--- src/rtl/core/sorted_timer_event_queue_core_defines.svh ---
// ---------------------------------------------------------------------------
// sorted_timer_event_queue_core_defines
// Assertion macros for the sorted timer event queue core.
// ---------------------------------------------------------------------------
`ifndef SORTED_TIMER_EVENT_QUEUE_CORE_DEFINES_SVH
`define SORTED_TIMER_EVENT_QUEUE_CORE_DEFINES_SVH

`ifndef SYNTH
// same-cycle implication, clocked on clk, off during reset
`define STQ_ASSERT_NOW(lbl, ante, cons, msg) \
    lbl: assert property (@(posedge clk) disable iff (!rst_n) (ante) |-> (cons)) \
        else $error(msg);
// next-cycle implication
`define STQ_ASSERT_NEXT(lbl, ante, cons, msg) \
    lbl: assert property (@(posedge clk) disable iff (!rst_n) (ante) |=> (cons)) \
        else $error(msg);
`else
`define STQ_ASSERT_NOW(lbl, ante, cons, msg)
`define STQ_ASSERT_NEXT(lbl, ante, cons, msg)
`endif

`endif

--- src/rtl/core/stq_pkg.sv ---
// ---------------------------------------------------------------------------
// stq_pkg
// Shared types and codes of the sorted timer event queue.
// ---------------------------------------------------------------------------
package stq_pkg;

    localparam int TIME_W  = 64;
    localparam int DELTA_W = 32;

    // request codes
    localparam logic [1:0] REQ_ADD    = 2'd0;
    localparam logic [1:0] REQ_REMOVE = 2'd1;
    localparam logic [1:0] REQ_ADV    = 2'd2;
    localparam logic [1:0] REQ_NEXT   = 2'd3;

    // status codes
    localparam logic [1:0] ST_OK       = 2'd0;
    localparam logic [1:0] ST_FULL     = 2'd1;
    localparam logic [1:0] ST_NOTFOUND = 2'd2;
    localparam logic [1:0] ST_EMPTY    = 2'd3;

    typedef enum logic [1:0] {
        CELL_HOLD,
        CELL_INSERT,
        CELL_REMOVE,
        CELL_SHIFT
    } cell_op_t;

    typedef struct packed {
        cell_op_t                 op;
        logic signed [TIME_W-1:0] key_time;
    } cell_cmd_t;

endpackage

--- src/rtl/core/stq_cell.sv ---
// ---------------------------------------------------------------------------
// stq_cell
// One slot of the sorted queue: holds a timer and moves it left or right.
// ---------------------------------------------------------------------------
module stq_cell
    import stq_pkg::*;
#(
    parameter int ID_W = 8
)
(
    input  logic                     clk,
    input  logic                     rst_n,
    input  cell_cmd_t                cmd,
    input  logic [ID_W-1:0]          key_id,
    input  logic                     left_ins,
    input  logic                     left_valid,
    input  logic signed [TIME_W-1:0] left_expiry,
    input  logic [ID_W-1:0]          left_id,
    input  logic                     right_valid,
    input  logic signed [TIME_W-1:0] right_expiry,
    input  logic [ID_W-1:0]          right_id,
    input  logic                     seen_in,
    output logic                     valid,
    output logic signed [TIME_W-1:0] expiry,
    output logic [ID_W-1:0]          id,
    output logic                     ins,
    output logic                     seen_out
);

    logic                     valid_reg;
    logic                     valid_next;
    logic signed [TIME_W-1:0] expiry_reg;
    logic signed [TIME_W-1:0] expiry_next;
    logic [ID_W-1:0]          id_reg;
    logic [ID_W-1:0]          id_next;
    logic                     match;

    // empty slot or later than key: key belongs at or before this slot
    assign ins      = !valid_reg || (expiry_reg > cmd.key_time);
    assign match    = valid_reg && (id_reg == key_id);
    assign seen_out = seen_in || match;

    always_comb
    begin
        valid_next  = valid_reg;
        expiry_next = expiry_reg;
        id_next     = id_reg;
        case (cmd.op)
            CELL_INSERT:
            begin
                if (ins && left_ins)
                begin
                    valid_next  = left_valid;
                    expiry_next = left_expiry;
                    id_next     = left_id;
                end
                else if (ins)
                begin
                    valid_next  = 1'b1;
                    expiry_next = cmd.key_time;
                    id_next     = key_id;
                end
            end
            CELL_REMOVE:
            begin
                if (seen_out)
                begin
                    valid_next  = right_valid;
                    expiry_next = right_expiry;
                    id_next     = right_id;
                end
            end
            CELL_SHIFT:
            begin
                valid_next  = right_valid;
                expiry_next = right_expiry;
                id_next     = right_id;
            end
            default:
            begin
                valid_next = valid_reg;
            end
        endcase
    end

    always_ff @(posedge clk or negedge rst_n)
    begin
        if (!rst_n)
        begin
            valid_reg <= 1'b0;
        end
        else
        begin
            valid_reg <= valid_next;
        end
    end

    always_ff @(posedge clk)
    begin
        expiry_reg <= expiry_next;
        id_reg     <= id_next;
    end

    assign valid  = valid_reg;
    assign expiry = expiry_reg;
    assign id     = id_reg;

endmodule
--- config.mk ---
export PLATFORM = sky130hd
export DESIGN_NAME = stq_cell
export DESIGN_NICKNAME = d
export VERILOG_FILES = /design/src/rtl/core/sorted_timer_event_queue_core_defines.svh /design/src/rtl/core/stq_pkg.sv /design/src/rtl/core/stq_cell.sv
export SDC_FILE = /design/constraint.sdc
export NUM_CORES = 1
export LEC_CHECK = 0
export BUFFER_PORTS_ARGS = -buffer_cell sky130_fd_sc_hd__buf_2
export CORE_MARGIN = 2
export CORE_UTILIZATION = 29
export CTS_CLUSTER_SIZE = 40
export DETAILED_ROUTE_END_ITERATION = 8
export HOLD_SLACK_MARGIN = 0.15
export RECOVER_POWER = 25
export SLEW_MARGIN = 25
export SYNTH_ARGS = -nofsm -noshare
export SYNTH_HDL_FRONTEND = slang
export SYNTH_SLANG_ARGS = --single-unit
export TNS_END_PERCENT = 30
--- constraint.sdc ---
create_clock -name clk -period 10.1 [get_ports clk]
set_input_delay 0.505 -clock clk [delete_from_list [all_inputs] [get_ports clk]]
set_output_delay 0.505 -clock clk [all_outputs]
set_load 0.005 [all_outputs]
==> Word level (Yosys, flattened, before mapping) <==
Index checks and enable logic that the tools add are counted.
{ "word_totals": {"out_inout_bits": 75, "word_cells": 29, "inputBits": 224, "regBits": 73} }
{ "classes": {"eq_ne": 6, "n_reduce_logical": 7, "muxes": 12, "n_lt_le_gt_ge": 1} }
{ "ops": {"columns": ["operator", "n"], "rows": [
  ["2-to-1 mux 64 bit", 3],
  ["case mux 64 bit (3 select lines)", 1],
  ["> comparator 64 bit", 1],
  ["2-to-1 mux 8 bit", 3],
  ["case mux 8 bit (3 select lines)", 1],
  ["== test 8 bit", 1],
  ["== test 2 bit (second input constant)", 2],
  ["2-to-1 mux 1 bit", 3],
  ["inequality test 3 bit (second input constant)", 1],
  ["case mux 1 bit (3 select lines)", 1],
  ["AND reduction 3 bit", 1],
  ["nonzero test 3 bit", 1],
  ["== test 2 x 1 -> 1 bit (second input constant)", 1],
  ["logical AND 1 bit", 2],
  ["logical OR 1 bit", 2],
  ["inequality test 2 bit (second input constant)", 1],
  ["zero test 1 bit", 1]
]} }

==> Depth between registers and ports, before layout <==
Gate-level depths: netlist of the first run.
{ "logic_depth": {"ltp_word": 5, "mapped_depth": 12, "depth_no_buf": 11} }

==> Worst setup path before layout of the first run <==
OpenSTA, ideal clock, no wires.
{ "synth_timing": {"kind": "input -> register", "from": "input port cmd[35] (netlist bit)", "to": "register valid_reg (netlist: valid)", "required_ps": 9723, "setup_slack_ps": 1616, "n_path_buf": 0, "arrival_ps": 8108, "cell_stages": 11, "setup_ps": 377, "path_cell_list": "inv_1 -> ha_1 -> a21oi_1 -> o21ai_0 -> a221oi_1 -> nor2_1 -> a2111oi_0 -> nand3_1 -> xor2_1 -> o32ai_1 -> mux2i_1"} }
{ "synth_via": {"elab_chain_cells": 5, "elab_cells_between_ends": 7, "classes_between": "order compare: 1; eq/ne: 1; mux: 2; reduce/logical: 3"} }
{ "synth_lines": {"columns": ["element", "line_no", "text"], "rows": [
  ["start: declaration", "stq_cell.sv:13", "input cell_cmd_t cmd,"],
  ["> comparator 64 bit *", "stq_cell.sv:39", "assign ins = !valid_reg || (expiry_reg > cmd.key_time);"],
  ["logical OR 1 bit *", "stq_cell.sv:39", null],
  ["logical AND 1 bit", "stq_cell.sv:51", "if (ins && left_ins)"],
  ["inequality test 3 bit (no source line) or 2-to-1 mux 1 bit (tied branches)", null, null],
  ["AND reduction 3 bit (no source line) or case mux 1 bit (3 select lines) (tied branches)", null, null],
  ["end signal: assignment", "stq_cell.sv:94", "valid_reg <= valid_next;"],
  ["end: declaration", "stq_cell.sv:30", "logic valid_reg;"]
]} }
Every way passes the cells marked *; elsewhere a longest branch is shown, timed or not.
A chain may end at the register's enable or synchronous reset.

==> Final worst setup path of the first run <==
{ "layout_timing": {"from": "register expiry_reg[35] (netlist: expiry[35])", "to": "register expiry_reg[49] (netlist: expiry[49]), data pin"} }
{ "layout_via": {"elab_chain_cells": 5} }
{ "layout_lines": {"columns": ["element", "line_no", "text"], "rows": [
  ["start: declaration", "stq_cell.sv:32", "logic signed [TIME_W-1:0] expiry_reg;"],
  ["start signal: assignment", "stq_cell.sv:100", "expiry_reg <= expiry_next;"],
  ["> comparator 64 bit", "stq_cell.sv:39", null],
  ["logical OR 1 bit", "stq_cell.sv:39", null],
  ["logical AND 1 bit", "stq_cell.sv:51", null],
  ["2-to-1 mux 64 bit", "stq_cell.sv:51", null],
  ["case mux 64 bit (3 select lines)", "stq_cell.sv:48", "case (cmd.op)"],
  ["via expiry_next[49]", "stq_cell.sv:33", "logic signed [TIME_W-1:0] expiry_next;"]
]} }
The timed path passes the listed nets, and every way through them passes these cells.

==> reports/metrics.csv, run 1 <==
metric,value,unit
run status,completed,
Wirelength per Cell,15.7,um
Reg2Reg Setup Slack,5180,ps
Worst-path clk slew,60,ps
Crit path required time,10200,ps
post-route setup TNS,0,ps
GP Congestion,0.802,
Synth Flop Type,edfxtp_1,
"top cells by area, synth","edfxtp_1, mux2_2, ha_1",
root buf cell,clkbuf_16,
drt total wl,16.7,mm
crit share post-route,48.7,%
Startpoint Class,register,
Largest register FFs,64,
Die Ht,145,um
row count,51,
IO Port Bufs,298,
worst setup path start,expiry[35]$_DFFE_PP_,
Pleak,0.00365,uW
worst vdd ir,0.0000805,V
fin crit period,4920,ps
Max H-tree Level,3,
most frequent cells in the layout,"buf_2, mux2_2, edfxtp_1",
CP bufs+invs,1,
GRT Total Usage,15.5,%
crit path DAT,5020,ps
worst-path fanout max,50,
Initial DRT Pass Iterations,4,
setup violators final,0,
global-route wire length before repair,24.7,mm
number of synthesized flops with an enable pin,72,
share of cells above drive strength 1,51.6,%
Max-cap violations,0,
Ports,299,
count of cell types in the netlist,36,
Yosys reg bits,73,
met3 usage,4.80,%
Yosys warnings,0,
largest net degree at the start of global routing,51,
Worst R2R Path Depth,11,
"commonest non-fill, non-tap cell in the layout",buf_2,
vias in the first global route,4883,
First DRT Iteration DRCs,101,
simple-gate share of the synthesized area,5.42,%
Adder-Cell Fraction of Synth Area,13.9,%
number of clock sinks,73,
clock buffer depth,2,
r2r endpoint,expiry[49]$_DFFE_PP_,
RSZ-0062 raised after global routing,no,
worst skew pair latency,340,ps
Post-Layout Inst Area,7760,um2
final hold vios,0,
post-synth net total,783,
CP top delay family,compound AO/OA/AOI/OAI gates,
DRC viols,0,
final hold slack,457,ps
die footprint,21000,um2
fillers,1991,
Starting Density,29.5,%
PostCTS Resize Cnt,0,
Synth area leader,edfxtp_1,
Multi-input gate area,3200,um2
portion of netlist area occupied by mux cells,28.4,%
worst-margin pin slew,952,ps
setup slack after layout,5180,ps
"most used cell, CP",mux2_2,
Inserted Clock Buffers,9,
met2 Use GR,26.7,%
GRT met1 Usage,18.8,%
largest family of logic cells by synthesized area,multiplexers,
"Largest stage delay, worst path",820,ps
initial antenna violation count,1,
Area Overhead vs Synth,35.1,%
worst reg2reg path startpoint,expiry[35]$_DFFE_PP_,
max-slew violation count,0,
DR vias,4840,
grt ovf,0,
Async SR Flop Fraction,1.37,%
synthesized cell area,5750,um2
XOR/XNOR Fraction of Synth Area,1.37,%
post-synth top area share,37.6,%
HP Class,in -> reg,
dpl hpwl,13.4,mm
pre-CTS WS,4850,ps
GRT busiest layer,met2,
power per cell area,181,nW/um2
Fmax,203,MHz
# nets final,1082,
Setup crit end,expiry[49]$_DFFE_PP_,
Setup crit end kind,register,
Worst path slowest cell,o221ai_4,
CTS tree,yes,
placed inst area,7510,um2
post-synthesis compound-gate area fraction,6.18,%
placed cell count,1047,
"antenna viol nets, final",0,
Post-CTS Hold Buffers,1,
Avg Inst Size Synth,11.6,um2
Worst Skew,9.09,ps
Post-CTS Setup Bufs,0,
Reg area,2190,um2
WP depth,11,
post-synthesis sequential area ratio,38.0,%
Setup CP Type,reg -> reg,
routed vias/inst,4.54,
CP Cell Sequence,ha_1 -> a21oi_1 -> o21ai_0 -> a221oi_1 -> nor2_1 -> a2111oi_0 -> nand3_1 -> o221ai_4 -> buf_4 -> mux2_2 -> mux2_2,
Core ar.,19500,um2
die width,145,um
Post-Synthesis Cells,495,
Final Non-Filler Cells,1065,
slew margin rel.,36.5,%
metrics by stage:
stage	utilization (%)	power, uW
after CTS	40.1	1450
final	39.9	1410
after global placement	38.6	1100
after floorplan	-	904
after global routing	39.9	1520
after detailed placement	38.6	1110
synthesized netlist by cell type, types with 2 or more instances:
cell,n
o21ai_0,11
nor3_1,3
xor2_1,8
a21oi_1,27
nor4_1,3
a21o_1,5
nand3_1,8
nand4_1,13
inv_1,71
a31oi_1,2
edfxtp_1,72
clkbuf_8,3
nand2_1,20
ha_1,64
nor2_1,8
a221oi_1,2
clkbuf_1,8
mux2_1,12
mux2_2,132
buf_6,4
nand2b_1,4
area by class of cell:
type                       count  area share (%)
antenna                        1          0.0322
clock buffer                   9            2.90
clock inverter                 7           0.918
inverter                      71            3.43
multi-input combinational    336            41.2
sequential                    73            28.2
tap                          265            4.27
timing repair buffer         303            19.1
worst min path at each step:
| stage | startpoint | endpoint | slack [ps] | depth (start not counted) |
|---|---|---|---|---|
| CTS | right_expiry[9] | expiry[9]$_DFFE_PP_ | 430 | 2 |
| global placement | rst_n | valid$_DFFE_PN0P_ | 280 | 1 |
| finish | right_expiry[9] | expiry[9]$_DFFE_PP_ | 460 | 2 |
| global route | right_expiry[45] | expiry[45]$_DFFE_PP_ | 440 | 2 |
| detailed placement | rst_n | valid$_DFFE_PN0P_ | 280 | 1 |
| floorplan | rst_n | valid$_DFFE_PN0P_ | 210 | 0 |
worst reg2reg max path: cells and delay by family (launching register included):
family,cells,cell delay (ps)
compound gates,5,2120
fa+ha+maj,1,320
buf+inv,1,730
flops,1,400
mux,2,710
simple gates,2,400
per-layer routing:
metal | wire [um] | up-vias | part of all wire, %
met3 | 1210 | 18 | 7.2
met1 | 7090 | 2226 | 42
li1 | - | 2425 | -
met2 | 8150 | 171 | 49
met5 | 0 | - | 0
met4 | 242 | 0 | 1.4
power breakdown:
group	total, uW	switching, uW	internal (uW)
sequential	505	52.8	452
combinational	574	285	289
clock	327	136	191
kinds of logic (layout without fill, tap and decap cells):
kind of cell             count (synthesis)  in the layout
multiplexers                           145            145
buffers and inverters                   86            390
flip-flops                              73             73
adder cells (fa/ha/maj)                 64             64
AND/OR/NAND/NOR                         62             62
AO/OA/AOI/OAI                           56             56
XOR/XNOR                                 9              9
other                                    0              1
Power figures use the tool's default switching activity.
==> run 2, diff against run 1 <==
==> constraint.sdc (replaced) <==
create_clock -name clk -period 4.08 [get_ports clk]
set_input_delay 0.204 -clock clk [delete_from_list [all_inputs] [get_ports clk]]
set_output_delay 0.204 -clock clk [all_outputs]
set_load 0.005 [all_outputs]
==> reports/metrics.csv, run 2 (synthesis results as in run 1) <==
metric,value,unit
setup violators final,0,
Max H-tree Level,3,
GP Congestion,0.801,
Setup crit end,expiry[49]$_DFFE_PP_,
slew margin rel.,57.2,%
global-route wire length before repair,25.6,mm
IO Port Bufs,298,
max-slew violation count,0,
worst hold start,right_id[2],
Worst-path clk slew,60,ps
Reg2Reg Setup Slack,320,ps
HP Class,in -> reg,
Area Overhead vs Synth,40.4,%
# nets final,1096,
number of clock sinks,73,
GRT busiest layer,met2,
Worst Skew,8.78,ps
root buf cell,clkbuf_16,
met2 Use GR,28.0,%
"commonest non-fill, non-tap cell in the layout",buf_2,
GRT Total Usage,16.0,%
vias in the first global route,5034,
worst skew pair latency,340,ps
crit path DAT,3850,ps
Max-cap violations,0,
GRT met1 Usage,19.5,%
Crit path required time,4170,ps
Startpoint Class,register,
First DRT Iteration DRCs,98,
power per cell area,467,nW/um2
Die Ht,145,um
"antenna viol nets, final",0,
Starting Density,29.5,%
die width,145,um
DR vias,4899,
setup slack after layout,322,ps
r2r endpoint,expiry[49]$_DFFE_PP_,
dpl hpwl,13.7,mm
run status,completed,
worst reg2reg path startpoint,expiry[14]$_DFFE_PP_,
DRC viols,0,
Ant. Diodes,0,
most frequent cells in the layout,"buf_2, mux2_2, edfxtp_1",
initial antenna violation count,1,
Wirelength per Cell,15.8,um
Ports,299,
Setup CP Type,reg -> reg,
CTS tree,yes,
die footprint,21000,um2
crit share post-route,92.1,%
Inserted Clock Buffers,9,
Largest register FFs,64,
Worst R2R Path Depth,11,
drt total wl,17.0,mm
Initial DRT Pass Iterations,4,
share of cells above drive strength 1,51.4,%
Final Non-Filler Cells,1078,
routed vias/inst,4.54,
grt ovf,0,
final hold vios,0,
clock buffer depth,2,
Pleak,0.00376,uW
row count,51,
Core ar.,19500,um2
Fmax,266,MHz
fin crit period,3760,ps
worst vdd ir,0.000200,V
RSZ-0062 raised after global routing,no,
Setup crit end kind,register,
worst-path fanout max,17,
worst-margin pin slew,642,ps
largest net degree at the start of global routing,47,
placed cell count,1050,
pre-CTS WS,135,ps
met3 usage,4.21,%
post-route setup TNS,0,ps
worst setup path start,expiry[14]$_DFFE_PP_,
run 2: cell count changes in the layout (fill, tap and decap cells not counted), moves of 2 or more:
cell	delta
ha_4	+2
ha_1	-2
buf_2	-3
clkbuf_1	+3
clkinvlp_4	-2
buf_12	+3
dlygate4sd3_1	+11
clkinv_4	-2
bufinv_16	+3
run 2: worst min path at each step:
stage / end / slack (ps) / depth (start not counted)
floorplan: valid$_DFFE_PN0P_ / -90 / 0
global placement: valid$_DFFE_PN0P_ / -20 / 1
detailed placement: valid$_DFFE_PN0P_ / -20 / 1
CTS: expiry[42]$_DFFE_PP_ / 150 / 2
global route: id[6]$_DFFE_PP_ / 150 / 2
finish: id[2]$_DFFE_PP_ / 170 / 2
run 2: power by group:
group	switching [uW]	internal, uW	total, uW
sequential	128	1120	1250
combinational	756	782	1540
clock	331	655	986
total	1220	2550	3770
run 2: layout make-up:
class                           count  area (um2)
Multi-Input combinational cell    336        3280
Timing Repair Buffer              317        1650
Sequential cell                    73        2190
Tap cell                          265         332
Fill cell                        1909       11400
Clock buffer                        9         225
Clock inverter                      7         133
Inverter                           71         267
run 2: routing by layer:
metal  part of all wire (%)  routed length (um)  vias to the layer above
li1                       -                   -                     2447
met2                     50                8450                      163
met4                    1.1                 181                        2
met3                    6.6                1120                       12
met1                     43                7260                     2275
met5                  0.076                  13                        -
run 2: what timing repair did:
action                                  4_1_cts  5_1_grt
hold buffers                                 12        0
resized for setup                             0        1
setup buffers                                 0        0
hold endpoints to repair                     12        0
endpoints found under the setup margin        0       17
run 2: stage by stage:
stage | power [uW] | util [%] | hold WS (ps) | instance area, um2
2_1_floorplan | 2250 | - | -91.6 | 5840
3_3_place_gp | 2820 | 39.3 | -19.4 | 7640
3_5_place_dp | 2850 | 39.3 | -18.5 | 7640
4_1_cts | 3870 | 41.7 | 150 | 8120
5_1_grt | 4050 | 41.5 | 151 | 8070
6_report | 3770 | 41.5 | 168 | 8070
run 2: critical path, cell delays in order (launching register included):
cell and delay (ps):
edfxtp_1 390, ha_1 340, nand4_1 190, nor4_2 460, o21ai_0 180, a31oi_1 390, o21bai_4 100, a311o_1 400
o221ai_4 110, buf_4 330, mux2_2 360, mux2_2 260
==> run 3, diff against run 2 <==
--- a/config.mk
+++ b/config.mk
@@ -11,6 +11,7 @@
 export CTS_CLUSTER_SIZE = 40
 export DETAILED_ROUTE_END_ITERATION = 8
 export HOLD_SLACK_MARGIN = 0.15
+export PLACE_DENSITY_LB_ADDON = 0.05
 export RECOVER_POWER = 25
 export SLEW_MARGIN = 25
 export SYNTH_ARGS = -nofsm -noshare
==> reports/metrics.csv, run 3 (synthesis results as in run 1) <==
metric,value,unit
final hold vios,0,
Initial DRT Pass Iterations,4,
Wirelength per Cell,16.2,um
Reg area,2190,um2
fin crit period,3830,ps
dpl hpwl,13.9,mm
CP top delay family,compound AO/OA/AOI/OAI gates,
Setup crit end kind,register,
Die Ht,145,um
GRT met1 Usage,18.9,%
"Largest stage delay, worst path",430,ps
Max-cap violations,0,
die width,145,um
"Core Util, Final",40.5,%
power per cell area,441,nW/um2
Inserted Clock Buffers,9,
Worst Skew,9.41,ps
Fmax,261,MHz
worst-margin pin slew,636,ps
Starting Density,29.5,%
GP Congestion,0.804,
met3 usage,3.55,%
die footprint,21000,um2
Core ar.,19500,um2
DR vias,4823,
most frequent cells in the layout,"buf_2, mux2_2, edfxtp_1",
slew margin rel.,57.6,%
largest net degree at the start of global routing,50,
initial antenna violation count,2,
CP Cell Sequence,ha_1 -> nand4_1 -> nor4_1 -> buf_4 -> o21ai_0 -> a31oi_2 -> o21bai_4 -> a311o_1 -> o221ai_4 -> buf_12 -> mux2_2 -> mux2_2,
worst hold start,right_expiry[9],
CP bufs+invs,2,
DRC viols,0,
Multi-input gate area,3280,um2
GRT Total Usage,15.9,%
CTS tree,yes,
worst setup path start,expiry[14]$_DFFE_PP_,
First DRT Iteration DRCs,110,
Ports,299,
Startpoint Class,register,
routed vias/inst,4.52,
global-route wire length before repair,25.4,mm
worst skew pair latency,330,ps
Pleak,0.00369,uW
crit path DAT,3900,ps
IO Port Bufs,298,
met2 Use GR,28.8,%
drt total wl,17.3,mm
Area Overhead vs Synth,37.0,%
"commonest non-fill, non-tap cell in the layout",buf_2,
Worst path slowest cell,nor4_1,
row count,51,
Largest register FFs,64,
# nets final,1086,
HP Class,in -> reg,
root buf cell,clkbuf_16,
vias in the first global route,4866,
Setup CP Type,reg -> reg,
max-slew violation count,0,
crit share post-route,93.8,%
clock buffer depth,2,
grt ovf,0,
"most used cell, CP",mux2_2,
Crit path required time,4150,ps
worst vdd ir,0.000234,V
share of cells above drive strength 1,52.7,%
run status,completed,
GRT busiest layer,met2,
number of clock sinks,73,
worst-path fanout max,47,
Worst-path clk slew,60,ps
setup violators final,0,
final total power,3470,uW
Max H-tree Level,3,
worst reg2reg path startpoint,expiry[14]$_DFFE_PP_,
RSZ-0062 raised after global routing,no,
"antenna viol nets, final",0,
fillers,1978,
## run 3: cell count changes in the layout (fill, tap and decap cells not counted), sizes merged
cell / before / now
dlygate4sd3: 12 / 2
diode: 0 / 1
clkbuf: 52 / 47
bufinv: 4 / 0
buf: 262 / 268
clkinv: 3 / 5
## run 3: path summary, 6_finish.rpt
kind	end	cells past startpoint	slack, ps
worst min register to register	valid$_DFFE_PN0P_	2	710
worst max register to register	expiry[17]$_DFFE_PP_	12	250
worst max-delay path	expiry[17]$_DFFE_PP_	12	250
worst min-delay path	expiry[9]$_DFFE_PP_	2	170
min in group asynchronous	valid$_DFFE_PN0P_	2	210
max in group asynchronous	valid$_DFFE_PN0P_	2	3770
## run 3: worst register-to-register path, stage by stage (launching register included)
cell and delay [ps]:
edfxtp_1 400, ha_1 330, nand4_1 150, nor4_1 430, buf_4 190, o21ai_0 190
a31oi_2 310, o21bai_4 90, a311o_1 400, o221ai_4 110, buf_12 320, mux2_2 380
mux2_2 260
## run 3: final cells by class
class / instances / area share (%)
Inverter: 71 / 3.38
Sequential cell: 73 / 27.8
Timing Repair Buffer: 307 / 19.8
Clock buffer: 10 / 2.91
Multi-Input combinational cell: 336 / 41.6
Tap cell: 265 / 4.21
Antenna cell: 1 / 0.0318
Clock inverter: 5 / 0.302
## run 3: metrics by stage
stage                     cell area, um2  setup TNS [ps]  hold WS (ps)  setup slack (ps)  std cells
after global routing                7880               0           160              42.8       1068
final                               7880               0           171               252       1068
after floorplan                     5840           -3760         -91.6             -52.1        495
after CTS                           7910               0           152               230       1067
after detailed placement            7640               0         -16.9               249       1050
after global placement              7640               0         -18.8               315       1050
## run 3: layer usage
metal / share of wire (%) / up-vias
met5: 0 / -
met4: 1.4 / 0
met3: 6.9 / 13
met2: 50 / 160
met1: 42 / 2214
li1: - / 2436
## run 3: power by group
| part | internal, uW | switching (uW) | leakage [uW] |
|---|---|---|---|
| sequential | 1120 | 130 | 0.000724 |
| clock | 402 | 312 | 0.000129 |
| combinational | 775 | 737 | 0.00284 |
| total | 2290 | 1180 | 0.00369 |
## run 3: timing repair
| item | in CTS | in global routing |
|---|---|---|
| endpoints found under the hold margin | 2 | 0 |
| gates resized for setup | 0 | 1 |
| buffers inserted | 0 | 0 |
| setup endpoints to repair | 0 | 2 |
| hold buffers | 2 | 0 |
